`config.mk`:
```
export PLATFORM = sky130hd
export DESIGN_NAME = murmur3_32_hash
export DESIGN_NICKNAME = d
export VERILOG_FILES = /design/src/hw/rtl/m3h_pkg.sv /design/src/hw/rtl/m3h_front.sv /design/src/hw/rtl/m3h_fifo.sv /design/src/hw/rtl/m3h_back.sv /design/src/hw/rtl/murmur3_32_hash.sv
export SDC_FILE = /design/constraint.sdc
export NUM_CORES = 2
export LEC_CHECK = 0
export BUFFER_PORTS_ARGS = -buffer_cell sky130_fd_sc_hd__buf_2
export CAP_MARGIN = 20
export CORE_MARGIN = 5
export CORE_UTILIZATION = 50
export DETAILED_ROUTE_END_ITERATION = 16
export PLACE_DENSITY = 0.71
export SLEW_MARGIN = 0
export SYNTH_ARGS = -nofsm -noshare
export SYNTH_HDL_FRONTEND = slang
export SYNTH_HIERARCHICAL = 1
export SYNTH_SLANG_ARGS = --single-unit
```
`constraint.sdc`:
```
create_clock -name aclk -period 10.7 [get_ports aclk]
set_clock_uncertainty 0.1 [all_clocks]
set_input_delay 2.14 -clock aclk [delete_from_list [all_inputs] [get_ports aclk]]
set_output_delay 2.14 -clock aclk [all_outputs]
set_load 0.005 [all_outputs]
```
`src/hw/rtl/m3h_pkg.sv`:
```
// ----------------------------------------------------------------------------
// m3h_pkg
// Shared types and constants of the MurmurHash3 x86 32-bit hash block.
// ----------------------------------------------------------------------------
package m3h_pkg;

    localparam logic [31:0] MIX_C1   = 32'hcc9e2d51;
    localparam logic [31:0] MIX_C2   = 32'h1b873593;
    localparam logic [31:0] FOLD_ADD = 32'he6546b64;
    localparam logic [31:0] FIN_M1   = 32'h85ebca6b;
    localparam logic [31:0] FIN_M2   = 32'hc2b2ae35;

    localparam logic [2:0] FULL_BYTES = 3'd4;

    typedef logic [1:0] beat_kind_t;
    localparam beat_kind_t KIND_NONE  = 2'd0;
    localparam beat_kind_t KIND_TAIL  = 2'd1;
    localparam beat_kind_t KIND_BLOCK = 2'd2;

    typedef struct packed {
        logic [31:0] word;
        logic [2:0]  cnt;
        beat_kind_t  kind;
        logic        last;
    } q_entry_t;

    typedef struct packed {
        logic full;
        logic empty;
        logic [5:0] count;
    } q_status_t;

    typedef struct packed {
        logic mid;
        logic finishing;
        logic pop;
    } back_status_t;

endpackage

```
`src/hw/rtl/m3h_front.sv`:
```
// ----------------------------------------------------------------------------
// m3h_front
// Accepts input beats, saturates the byte count, masks unused tail bytes and
// tags each beat as a full block, a tail or an empty final beat.
// ----------------------------------------------------------------------------
module m3h_front
    import m3h_pkg::*;
(
    input  logic        s_tvalid,
    output logic        s_tready,
    input  logic [39:0] s_tdata,   // data_word [31:0], byte_count [34:32], zero fill
    input  logic        s_tlast,   // last
    input  q_status_t   q_stat,
    output logic        push,
    output q_entry_t    entry
);

    logic [31:0] word;
    logic [2:0]  raw_cnt;
    logic [2:0]  cnt;
    logic [31:0] mask;

    assign word    = s_tdata[31:0];
    assign raw_cnt = s_tdata[34:32];

    always_comb begin
        if (!s_tlast || raw_cnt > FULL_BYTES) begin
            cnt = FULL_BYTES;
        end else begin
            cnt = raw_cnt;
        end
    end

    always_comb begin
        case (cnt)
            3'd0:    mask = 32'h0000_0000;
            3'd1:    mask = 32'h0000_00ff;
            3'd2:    mask = 32'h0000_ffff;
            3'd3:    mask = 32'h00ff_ffff;
            default: mask = 32'hffff_ffff;
        endcase
    end

    always_comb begin
        entry.word = word & mask;
        entry.cnt  = cnt;
        entry.last = s_tlast;
        if (cnt == FULL_BYTES) begin
            entry.kind = KIND_BLOCK;
        end else if (cnt == 3'd0) begin
            entry.kind = KIND_NONE;
        end else begin
            entry.kind = KIND_TAIL;
        end
    end

    assign s_tready = !q_stat.full;
    assign push     = s_tvalid && !q_stat.full;

endmodule

```
`src/hw/rtl/m3h_fifo.sv`:
```
// ----------------------------------------------------------------------------
// m3h_fifo
// Short register queue of classified beats between the front and the back.
// ----------------------------------------------------------------------------
module m3h_fifo
    import m3h_pkg::*;
#(
    parameter int DEPTH = 2
) (
    input  logic      aclk,
    input  logic      aresetn,
    input  logic      push,
    input  q_entry_t  push_entry,
    input  logic      pop,
    output q_entry_t  head,
    output q_status_t stat
);

    localparam int AW = (DEPTH > 1) ? $clog2(DEPTH) : 1;
    localparam int CW = $clog2(DEPTH + 1);

    q_entry_t        store_reg [DEPTH];
    logic [AW-1:0]   wr_ptr_reg, wr_ptr_next;
    logic [AW-1:0]   rd_ptr_reg, rd_ptr_next;
    logic [CW-1:0]   count_reg, count_next;

    function automatic logic [AW-1:0] ptr_inc(input logic [AW-1:0] p);
        if (p == AW'(DEPTH - 1)) begin
            return '0;
        end
        return p + AW'(1);
    endfunction

    always_comb begin
        wr_ptr_next = push ? ptr_inc(wr_ptr_reg) : wr_ptr_reg;
        rd_ptr_next = pop ? ptr_inc(rd_ptr_reg) : rd_ptr_reg;
        count_next  = count_reg;
        if (push && !pop) begin
            count_next = count_reg + CW'(1);
        end else if (pop && !push) begin
            count_next = count_reg - CW'(1);
        end
    end

    always_ff @(posedge aclk) begin
        if (!aresetn) begin
            wr_ptr_reg <= '0;
            rd_ptr_reg <= '0;
            count_reg  <= '0;
        end else begin
            wr_ptr_reg <= wr_ptr_next;
            rd_ptr_reg <= rd_ptr_next;
            count_reg  <= count_next;
        end
    end

    always_ff @(posedge aclk) begin
        if (push) begin
            store_reg[wr_ptr_reg] <= push_entry;
        end
    end

    assign head       = store_reg[rd_ptr_reg];
    assign stat.full  = (count_reg == CW'(DEPTH));
    assign stat.empty = (count_reg == '0);
    assign stat.count = 6'(count_reg);

endmodule

```
`src/hw/rtl/m3h_back.sv`:
```
// ----------------------------------------------------------------------------
// m3h_back
// Sequencer that takes classified beats from the queue, runs the mix and
// fold of each block or tail beat, and on the final beat the length fold
// and finalizer, one multiplier per step, into an output register.
module m3h_back
    import m3h_pkg::*;
(
    input  logic         aclk,
    input  logic         aresetn,
    input  logic [31:0]  seed,
    input  q_entry_t     head,
    input  q_status_t    q_stat,
    output logic         pop,
    output logic         m_tvalid,
    input  logic         m_tready,
    output logic [31:0]  m_tdata,   // hash_value [31:0]
    output back_status_t stat
);

    localparam logic [2:0] ST_IDLE = 3'd0;
    localparam logic [2:0] ST_MIX1 = 3'd1;
    localparam logic [2:0] ST_MIX2 = 3'd2;
    localparam logic [2:0] ST_FOLD = 3'd3;
    localparam logic [2:0] ST_FIN1 = 3'd4;
    localparam logic [2:0] ST_FIN2 = 3'd5;
    localparam logic [2:0] ST_OUT  = 3'd6;

    logic [2:0]  state_reg, state_next;
    logic        mid_reg, mid_next;
    logic        out_valid_reg, out_valid_next;
    logic [31:0] out_data_reg, out_data_next;
    logic [31:0] h_reg, h_next;
    logic [31:0] k_reg, k_next;
    logic [31:0] tot_reg, tot_next;
    beat_kind_t  kind_reg, kind_next;
    logic        last_reg, last_next;

    logic [31:0] k_rot;
    logic [31:0] h_mix;
    logic [31:0] h_rot;
    logic [31:0] f_pre;
    logic [31:0] f_mid;

    assign k_rot = {k_reg[16:0], k_reg[31:17]};
    assign h_mix = h_reg ^ k_reg;
    assign h_rot = {h_mix[18:0], h_mix[31:19]};
    assign f_pre = (h_reg ^ tot_reg) ^ ((h_reg ^ tot_reg) >> 16);
    assign f_mid = k_reg ^ (k_reg >> 13);

    always_comb begin
        state_next     = state_reg;
        mid_next       = mid_reg;
        out_valid_next = out_valid_reg;
        out_data_next  = out_data_reg;
        h_next         = h_reg;
        k_next         = k_reg;
        tot_next       = tot_reg;
        kind_next      = kind_reg;
        last_next      = last_reg;
        pop            = 1'b0;

        if (out_valid_reg && m_tready) begin
            out_valid_next = 1'b0;
        end

        case (state_reg)
            ST_IDLE: begin
                if (!q_stat.empty) begin
                    pop       = 1'b1;
                    h_next    = mid_reg ? h_reg : seed;
                    tot_next  = (mid_reg ? tot_reg : 32'd0) + {29'd0, head.cnt};
                    k_next    = head.word;
                    kind_next = head.kind;
                    last_next = head.last;
                    state_next = (head.kind == KIND_NONE) ? ST_FIN1 : ST_MIX1;
                end
            end
            ST_MIX1: begin
                k_next     = k_reg * MIX_C1;
                state_next = ST_MIX2;
            end
            ST_MIX2: begin
                k_next     = k_rot * MIX_C2;
                state_next = ST_FOLD;
            end
            ST_FOLD: begin
                if (kind_reg == KIND_BLOCK) begin
                    h_next = (h_rot << 2) + h_rot + FOLD_ADD;
                end else begin
                    h_next = h_reg ^ k_reg;
                end
                if (last_reg) begin
                    state_next = ST_FIN1;
                end else begin
                    mid_next   = 1'b1;
                    state_next = ST_IDLE;
                end
            end
            ST_FIN1: begin
                k_next     = f_pre * FIN_M1;
                state_next = ST_FIN2;
            end
            ST_FIN2: begin
                k_next     = f_mid * FIN_M2;
                state_next = ST_OUT;
            end
            ST_OUT: begin
                if (!out_valid_reg || m_tready) begin
                    out_valid_next = 1'b1;
                    out_data_next  = k_reg ^ (k_reg >> 16);
                    mid_next       = 1'b0;
                    state_next     = ST_IDLE;
                end
            end
            default: begin
                state_next = ST_IDLE;
            end
        endcase
    end

    always_ff @(posedge aclk) begin
        if (!aresetn) begin
            state_reg     <= ST_IDLE;
            mid_reg       <= 1'b0;
            out_valid_reg <= 1'b0;
        end else begin
            state_reg     <= state_next;
            mid_reg       <= mid_next;
            out_valid_reg <= out_valid_next;
        end
    end

    always_ff @(posedge aclk) begin
        out_data_reg <= out_data_next;
        h_reg        <= h_next;
        k_reg        <= k_next;
        tot_reg      <= tot_next;
        kind_reg     <= kind_next;
        last_reg     <= last_next;
    end

    assign m_tvalid       = out_valid_reg;
    assign m_tdata        = out_data_reg;
    assign stat.mid       = mid_reg;
    assign stat.finishing = (state_reg == ST_OUT);
    assign stat.pop       = pop;

endmodule

```
`src/hw/rtl/murmur3_32_hash.sv`:
```
// ----------------------------------------------------------------------------
// murmur3_32_hash
// MurmurHash3 x86 32-bit over a stream of little-endian message words.
// ----------------------------------------------------------------------------
// Each beat carries one 32-bit word; a beat without tlast is a full 4-byte
// block, and the tlast beat carries 0 to 4 valid bytes given by byte_count
// (values above four count as four). One hash word leaves on the result
// channel for every tlast beat. The seed written on the configuration channel
// is loaded at the start of each message. Beats enter a short queue and are
// worked off by a sequencer that has one multiplier per step: a block or
// tail beat runs the mix and fold steps, the final beat then runs the
// finalizer, and an empty final beat goes straight to the finalizer.
module murmur3_32_hash
    import m3h_pkg::*;
#(
    parameter int QUEUE_DEPTH = 2
) (
    input  logic        aclk,
    input  logic        aresetn,
    input  logic        cfg_wvalid,
    output logic        cfg_wready,
    input  logic [31:0] cfg_wdata,   // seed [31:0]
    input  logic        s_tvalid,
    output logic        s_tready,
    input  logic [39:0] s_tdata,     // data_word [31:0], byte_count [34:32], zero fill
    input  logic        s_tlast,     // last
    output logic        m_tvalid,
    input  logic        m_tready,
    output logic [31:0] m_tdata      // hash_value [31:0]
);

    logic [31:0]  seed_reg;
    logic         push;
    logic         pop;
    q_entry_t     push_entry;
    q_entry_t     head;
    q_status_t    q_stat;
    back_status_t b_stat;

    assign cfg_wready = 1'b1;

    always_ff @(posedge aclk) begin
        if (!aresetn) begin
            seed_reg <= '0;
        end else if (cfg_wvalid) begin
            seed_reg <= cfg_wdata;
        end
    end

    m3h_front u_front (
        .s_tvalid (s_tvalid),
        .s_tready (s_tready),
        .s_tdata  (s_tdata),
        .s_tlast  (s_tlast),
        .q_stat   (q_stat),
        .push     (push),
        .entry    (push_entry)
    );

    m3h_fifo #(
        .DEPTH (QUEUE_DEPTH)
    ) u_fifo (
        .aclk       (aclk),
        .aresetn    (aresetn),
        .push       (push),
        .push_entry (push_entry),
        .pop        (pop),
        .head       (head),
        .stat       (q_stat)
    );

    m3h_back u_back (
        .aclk     (aclk),
        .aresetn  (aresetn),
        .seed     (seed_reg),
        .head     (head),
        .q_stat   (q_stat),
        .pop      (pop),
        .m_tvalid (m_tvalid),
        .m_tready (m_tready),
        .m_tdata  (m_tdata),
        .stat     (b_stat)
    );

    a_queue_bound: assert property (@(posedge aclk) disable iff (!aresetn)
        q_stat.count <= 6'(QUEUE_DEPTH))
        else $error("queue holds more beats than its depth");

    a_pop_nonempty: assert property (@(posedge aclk) disable iff (!aresetn)
        b_stat.pop |-> !q_stat.empty)
        else $error("back took a beat from an empty queue");

    a_result_from_finish: assert property (@(posedge aclk) disable iff (!aresetn)
        $rose(m_tvalid) |-> $past(b_stat.finishing))
        else $error("result appeared without a finished message");

    a_no_pop_while_finishing: assert property (@(posedge aclk) disable iff (!aresetn)
        b_stat.finishing |-> !b_stat.pop)
        else $error("beat taken while a message was being finalized");

endmodule
```
### After elaboration in Yosys (flattened, before gate mapping)

Memories as Yosys holds them, arrays and structs flattened. A register that Yosys moved wholly into a read port is not among the register bits.
Index checks and enable logic that the tools add are counted.

* reduce and logical (&&, ||, !) cells: 25
* $lt $le $gt $ge: 1
* muxes and demuxes: 36
* bitwise gates (word level): 7
* eq/ne operators: 16
* $add $sub $neg: 7
* multiply operators: 4

Operators with widths (number)
* 32-bit 2-to-1 mux: 5
* 32-bit case mux with 5 select lines: 1
* 32-bit case mux with 4 select lines: 1
* 32-bit by 31-bit multiplier with 32-bit output, second input constant: 2
* 32-bit case mux with 2 select lines: 1
* 32-bit by 16-bit bitwise XOR with 32-bit output: 2
* 32-bit bitwise XOR: 2
* 32-bit by 3-bit adder with 32-bit output: 1
* 32-bit adder: 1
* 32-bit adder, second input constant: 1
* 32-bit AND: 1
* 32-bit by 29-bit multiplier with 32-bit output, second input constant: 1
* 32-bit by 32-bit multiplier with 32-bit output, second input constant: 1
* 32-bit by 19-bit bitwise XOR with 32-bit output: 1
* 3-bit case mux with 7 select lines: 1
* 1-bit 2-to-1 mux: 18
* 3-bit 2-to-1 mux: 5
* 3-bit by 2-bit == test with 1-bit output, second input constant: 4
* 3-bit == test, second input constant: 4
* 2-bit AND reduction: 4
* 3-bit by 1-bit == test with 1-bit output, second input constant: 2
* 3-bit zero test: 2
* 2-bit 2-to-1 mux: 3
* 2-bit inequality test, second input constant: 3
* 15 further kinds: 29

* memories: 1
* bits in writable memories: 76
* input port bits: 78
* output and inout port bits: 35
* register bits after elaboration: 172

Memory list
* u_fifo.store_reg: depth 2, width 38, rd ports 1, clocked after Yosys merged registers in 1, wr ports 1, line m3h_fifo.sv:22 `q_entry_t store_reg [DEPTH];`

### Depth between registers and ports, before layout

* depth in word-level cells: 7
* gate-level depth with buffers: 27
* depth with buffers taken out: 26

### Modules after synthesis

Netlist, hierarchy kept.

Modules (own cells, without submodules)
* m3h_back: instances 1, area each 42711.0 sq um, seq. area each 4033.9 sq um, cells an instance 4386
* m3h_fifo: instances 1, area each 2997.9 sq um, seq. area each 2382.3 sq um, cells an instance 145
* murmur3_32_hash: instances 1, area each 1255.0 sq um, seq. area each 640.6 sq um, cells an instance 105
* m3h_front: instances 1, area each 317.8 sq um, seq. area each 0.0 sq um, cells an instance 46

### Worst setup path after synthesis

OpenSTA, ideal clock, no wires.

* path type: register -> register
* start: register u_back.tot_reg[23]
* end: register u_back.k_reg[31] (data pin)
* buffers on the path: 0
* clock period less this slack: 7669 ps
* arrival time: 7306 ps
* setup slack: 3031 ps
* stages on the path, launching flop included: 26
* library setup time: 263 ps
* cell sequence: edfxtp_1 -> xor2_1 -> inv_1 -> xnor2_1 -> xnor2_1 -> ha_1 -> or2_2 -> fa_1 -> fa_1 -> inv_1 -> fa_1 -> fa_1 -> inv_1 -> fa_1 -> fa_1 -> fa_1 -> ha_1 -> and4_4 -> a211o_1 -> o221ai_1 -> o2111ai_1 -> and3_1 -> a2111oi_2 -> xnor2_1 -> a22oi_1 -> nand3_1

* longest elaborated chain between the ends: 4

RTL lines
* from (decl): line m3h_back.sv:35 `logic [31:0] tot_reg, tot_next;`
* from (signal assigned): line m3h_back.sv:138 `tot_reg <= tot_next;`
* 32-bit bitwise XOR: line m3h_back.sv:48 `assign f_pre = (h_reg ^ tot_reg) ^ ((h_reg ^ tot_reg) >> 16);`
* 32-bit by 16-bit bitwise XOR with 32-bit output: line m3h_back.sv:48
* 32-bit by 32-bit multiplier with 32-bit output: line m3h_back.sv:101 `k_next = f_pre * FIN_M1;`
* 32-bit case mux with 5 select lines: line m3h_back.sv:67 `case (state_reg)`
* named net u_back.k_next[31]: line m3h_back.sv:34 `logic [31:0] k_reg, k_next;`
* to (signal assigned): line m3h_back.sv:137 `k_reg <= k_next;`
* to (decl): line m3h_back.sv:34

The timed path passes the listed nets, and every way through them passes these cells.
A chain may end at the register's enable or synchronous reset.

### Worst setup path in the final report

Same ends and word-level chain as after synthesis.

==> flow_summary_export.csv <==
group,metric,value,unit
critical_path,worst_path_max_delay_cell,"xnor2_1",
route,drtIter0Drc,3232,
sta,fin_setup_tns,0,ns
clock_network,cts-resized-gates,0,
critical_path,critPathCapture,"u_back/k_reg[31]$_DFFE_PP_",
clock_network,cts-root-buf,"clkbuf_16",
route,wl_per_cell,23.9,um
critical_path,max_stage_delay,0.64,ns
sta,setup_viol,0,
finish,largest_register_ffs,76,
route,via_count,33700,
floorplanning,fp.dieH,317,um
finish,regArea,0.00706,mm^2
critical_path,cp-startpoint,"u_back/tot_reg[23]$_DFFE_PP_",
critical_path,r2r_cells,25,
synthesis,syn_area,0.0472,mm^2
floorplanning,std_cell_rows,112,
route,first_pass_iters,6,
finish,drive_above_1_share,0.0637,
synthesis,synthesis.nets,6264,
sta,finalHoldViolCount,0,
sta,rsz0062_at_grt,"false",
sta,max_freq,110,MHz
finish,fin_util,0.540,
run_status,status,"finished clean",
critical_path,crit_type,"reg -> reg",
finish,postLayoutCellArea,0.0505,mm^2
route,via_per_inst,5.54,
finish,num-fill-cells,8363,
floorplanning,die_x,317,um
clock_network,clkTransAtPathRegs,0.07,ns
finish,syn_to_final_growth,7.01,%
floorplanning,design.die.area,0.101,mm^2
grt,grt_pass1_wl,218,mm
route,ant_nets,0,
critical_path,reg2reg_setup_slack,1.62,ns
clock_network,postCtsHoldBufs,0,
clock_network,cts.sinks,249,
clock_network,htreeDepth,1,
route,drt-total-wl,146,mm
critical_path,crit_fanout,5,
critical_path,cp_data_arrival_time,9.32,ns
clock_network,cts_max_path_buffers,3,
sta,min_period,9.08,ns
finish,multi_input_area,0.0350,mm^2
critical_path,r2r_start,"u_back/tot_reg[23]$_DFFE_PP_",
placement,dp_hpwl,121,mm
sta,slew_violations,0,
grt,antenna_found_initial,1,
clock_network,cts_tree,"yes",
finish,fin_nets,6399,
synthesis,avgSynthCellArea,10.1,um^2
synthesis,synthCells,4674,
clock_network,cts_setup_buffers,0,
critical_path,critPathMostFrequentCell,"fa_1",
floorplanning,coreArea,0.0936,mm^2
critical_path,critPathCaptureType,"register",
placement,place_congestion,1.05,
clock_network,cts_buffers,29,
placement,portBuffers,106,
sta,finalCritPeriodShare,0.849,
critical_path,cp-start-kind,"register",
critical_path,worstReg2RegEnd,"u_back/k_reg[31]$_DFFE_PP_",
job,drv_cap,0,
placement,post_dp_cell_area,0.0495,mm^2
grt,grt_usage,0.293,
synthesis,synth-warning-count,6,
sta,tightest_slew,1.17,ns
grt,grt_max_degree,55,
clock_network,insertion_delay,0.62,ns
grt,grt_overflow,0,
min_path,hold_path_class,"reg -> reg",
sta,relSlewSlack,0.216,
critical_path,crit_required,10.94,ns
route,drcViolationCount,0,
floorplanning,start_util,0.505,
floorplanning,pin_count,113,
grt,grt_pass1_vias,34800,
-- through the flow --
stage               worst slack [ns]  hold slack [ns]  instances
floorplan                       3.03            0.366       4674
global placement                1.83            0.385       6031
detailed placement              1.75            0.405       6031
CTS                             1.70            0.422       6085
global route                    1.27            0.446       6086
finish                          1.62            0.421       6087
-- worst min-delay path by stage --
stage / start / to / depth (start not counted)
after floorplan: u_fifo/count_reg[1]$_SDFFE_PN0P_ / u_fifo/count_reg[1]$_SDFFE_PN0P_ / 2
after global placement: u_fifo/count_reg[1]$_SDFFE_PN0P_ / u_fifo/count_reg[1]$_SDFFE_PN0P_ / 2
after detailed placement: seed_reg[2]$_SDFFE_PN0P_ / seed_reg[2]$_SDFFE_PN0P_ / 2
after CTS: seed_reg[2]$_SDFFE_PN0P_ / seed_reg[2]$_SDFFE_PN0P_ / 2
after global routing: seed_reg[21]$_SDFFE_PN0P_ / seed_reg[21]$_SDFFE_PN0P_ / 2
final: seed_reg[2]$_SDFFE_PN0P_ / seed_reg[2]$_SDFFE_PN0P_ / 2
-- cell type report --
cell class,count,area share
flip-flops and latches,249,0.140
inverters,1282,0.0952
multi-input cells,3072,0.693
clock buffers,37,0.0170
diodes,1,0.0000495
repair buffers,175,0.0211
clock inverters,17,0.00337
well taps,1254,0.0310
-- per-layer routing --
metal	track usage	wire length, um	part of all wire
met1	0.416	60100	0.41
met2	0.440	62100	0.43
met3	0.0781	17300	0.12
met4	0.0964	6080	0.042
met5	0	0	0
-- cells in the final DEF, fill, tap and decap left out, types with 10 or more instances in the layout --
cell / count
a31oi_1: 15
ha_1: 780
nand4_1: 10
a22oi_1: 12
a21boi_0: 13
nand2b_1: 14
a211oi_1: 24
dfxtp_1: 41
o21a_1: 26
clkbuf_16: 33
mux2_2: 38
xor2_1: 115
o21ai_0: 104
nor3_1: 45
buf_4: 68
inv_1: 1281
buf_2: 106
edfxtp_1: 207
xnor2_1: 260
nand2_1: 149
fa_1: 732
o22ai_1: 10
o211ai_1: 22
mux2i_1: 44
and2_1: 41
nor2_1: 138
a21oi_1: 144
and3_1: 24
o21bai_1: 12
a21o_1: 42
nand3_1: 36
or3_1: 21
nor2b_1: 62
-- critical path: cells and delay by family, from the launching register on --
family,cells,cell delay [ns]
xor gates and xnor gates,4,1.66
DFF,1,0.47
AOI/OAI and AO/OA,5,1.40
adders and majority gates,9,4.07
buffers and inverters,3,0.26
and+or+nand+nor,4,0.83
Power is left out: the tool's default activity adds up to more than one toggle a clock period on the data nets, which glitch-free logic cannot reach.
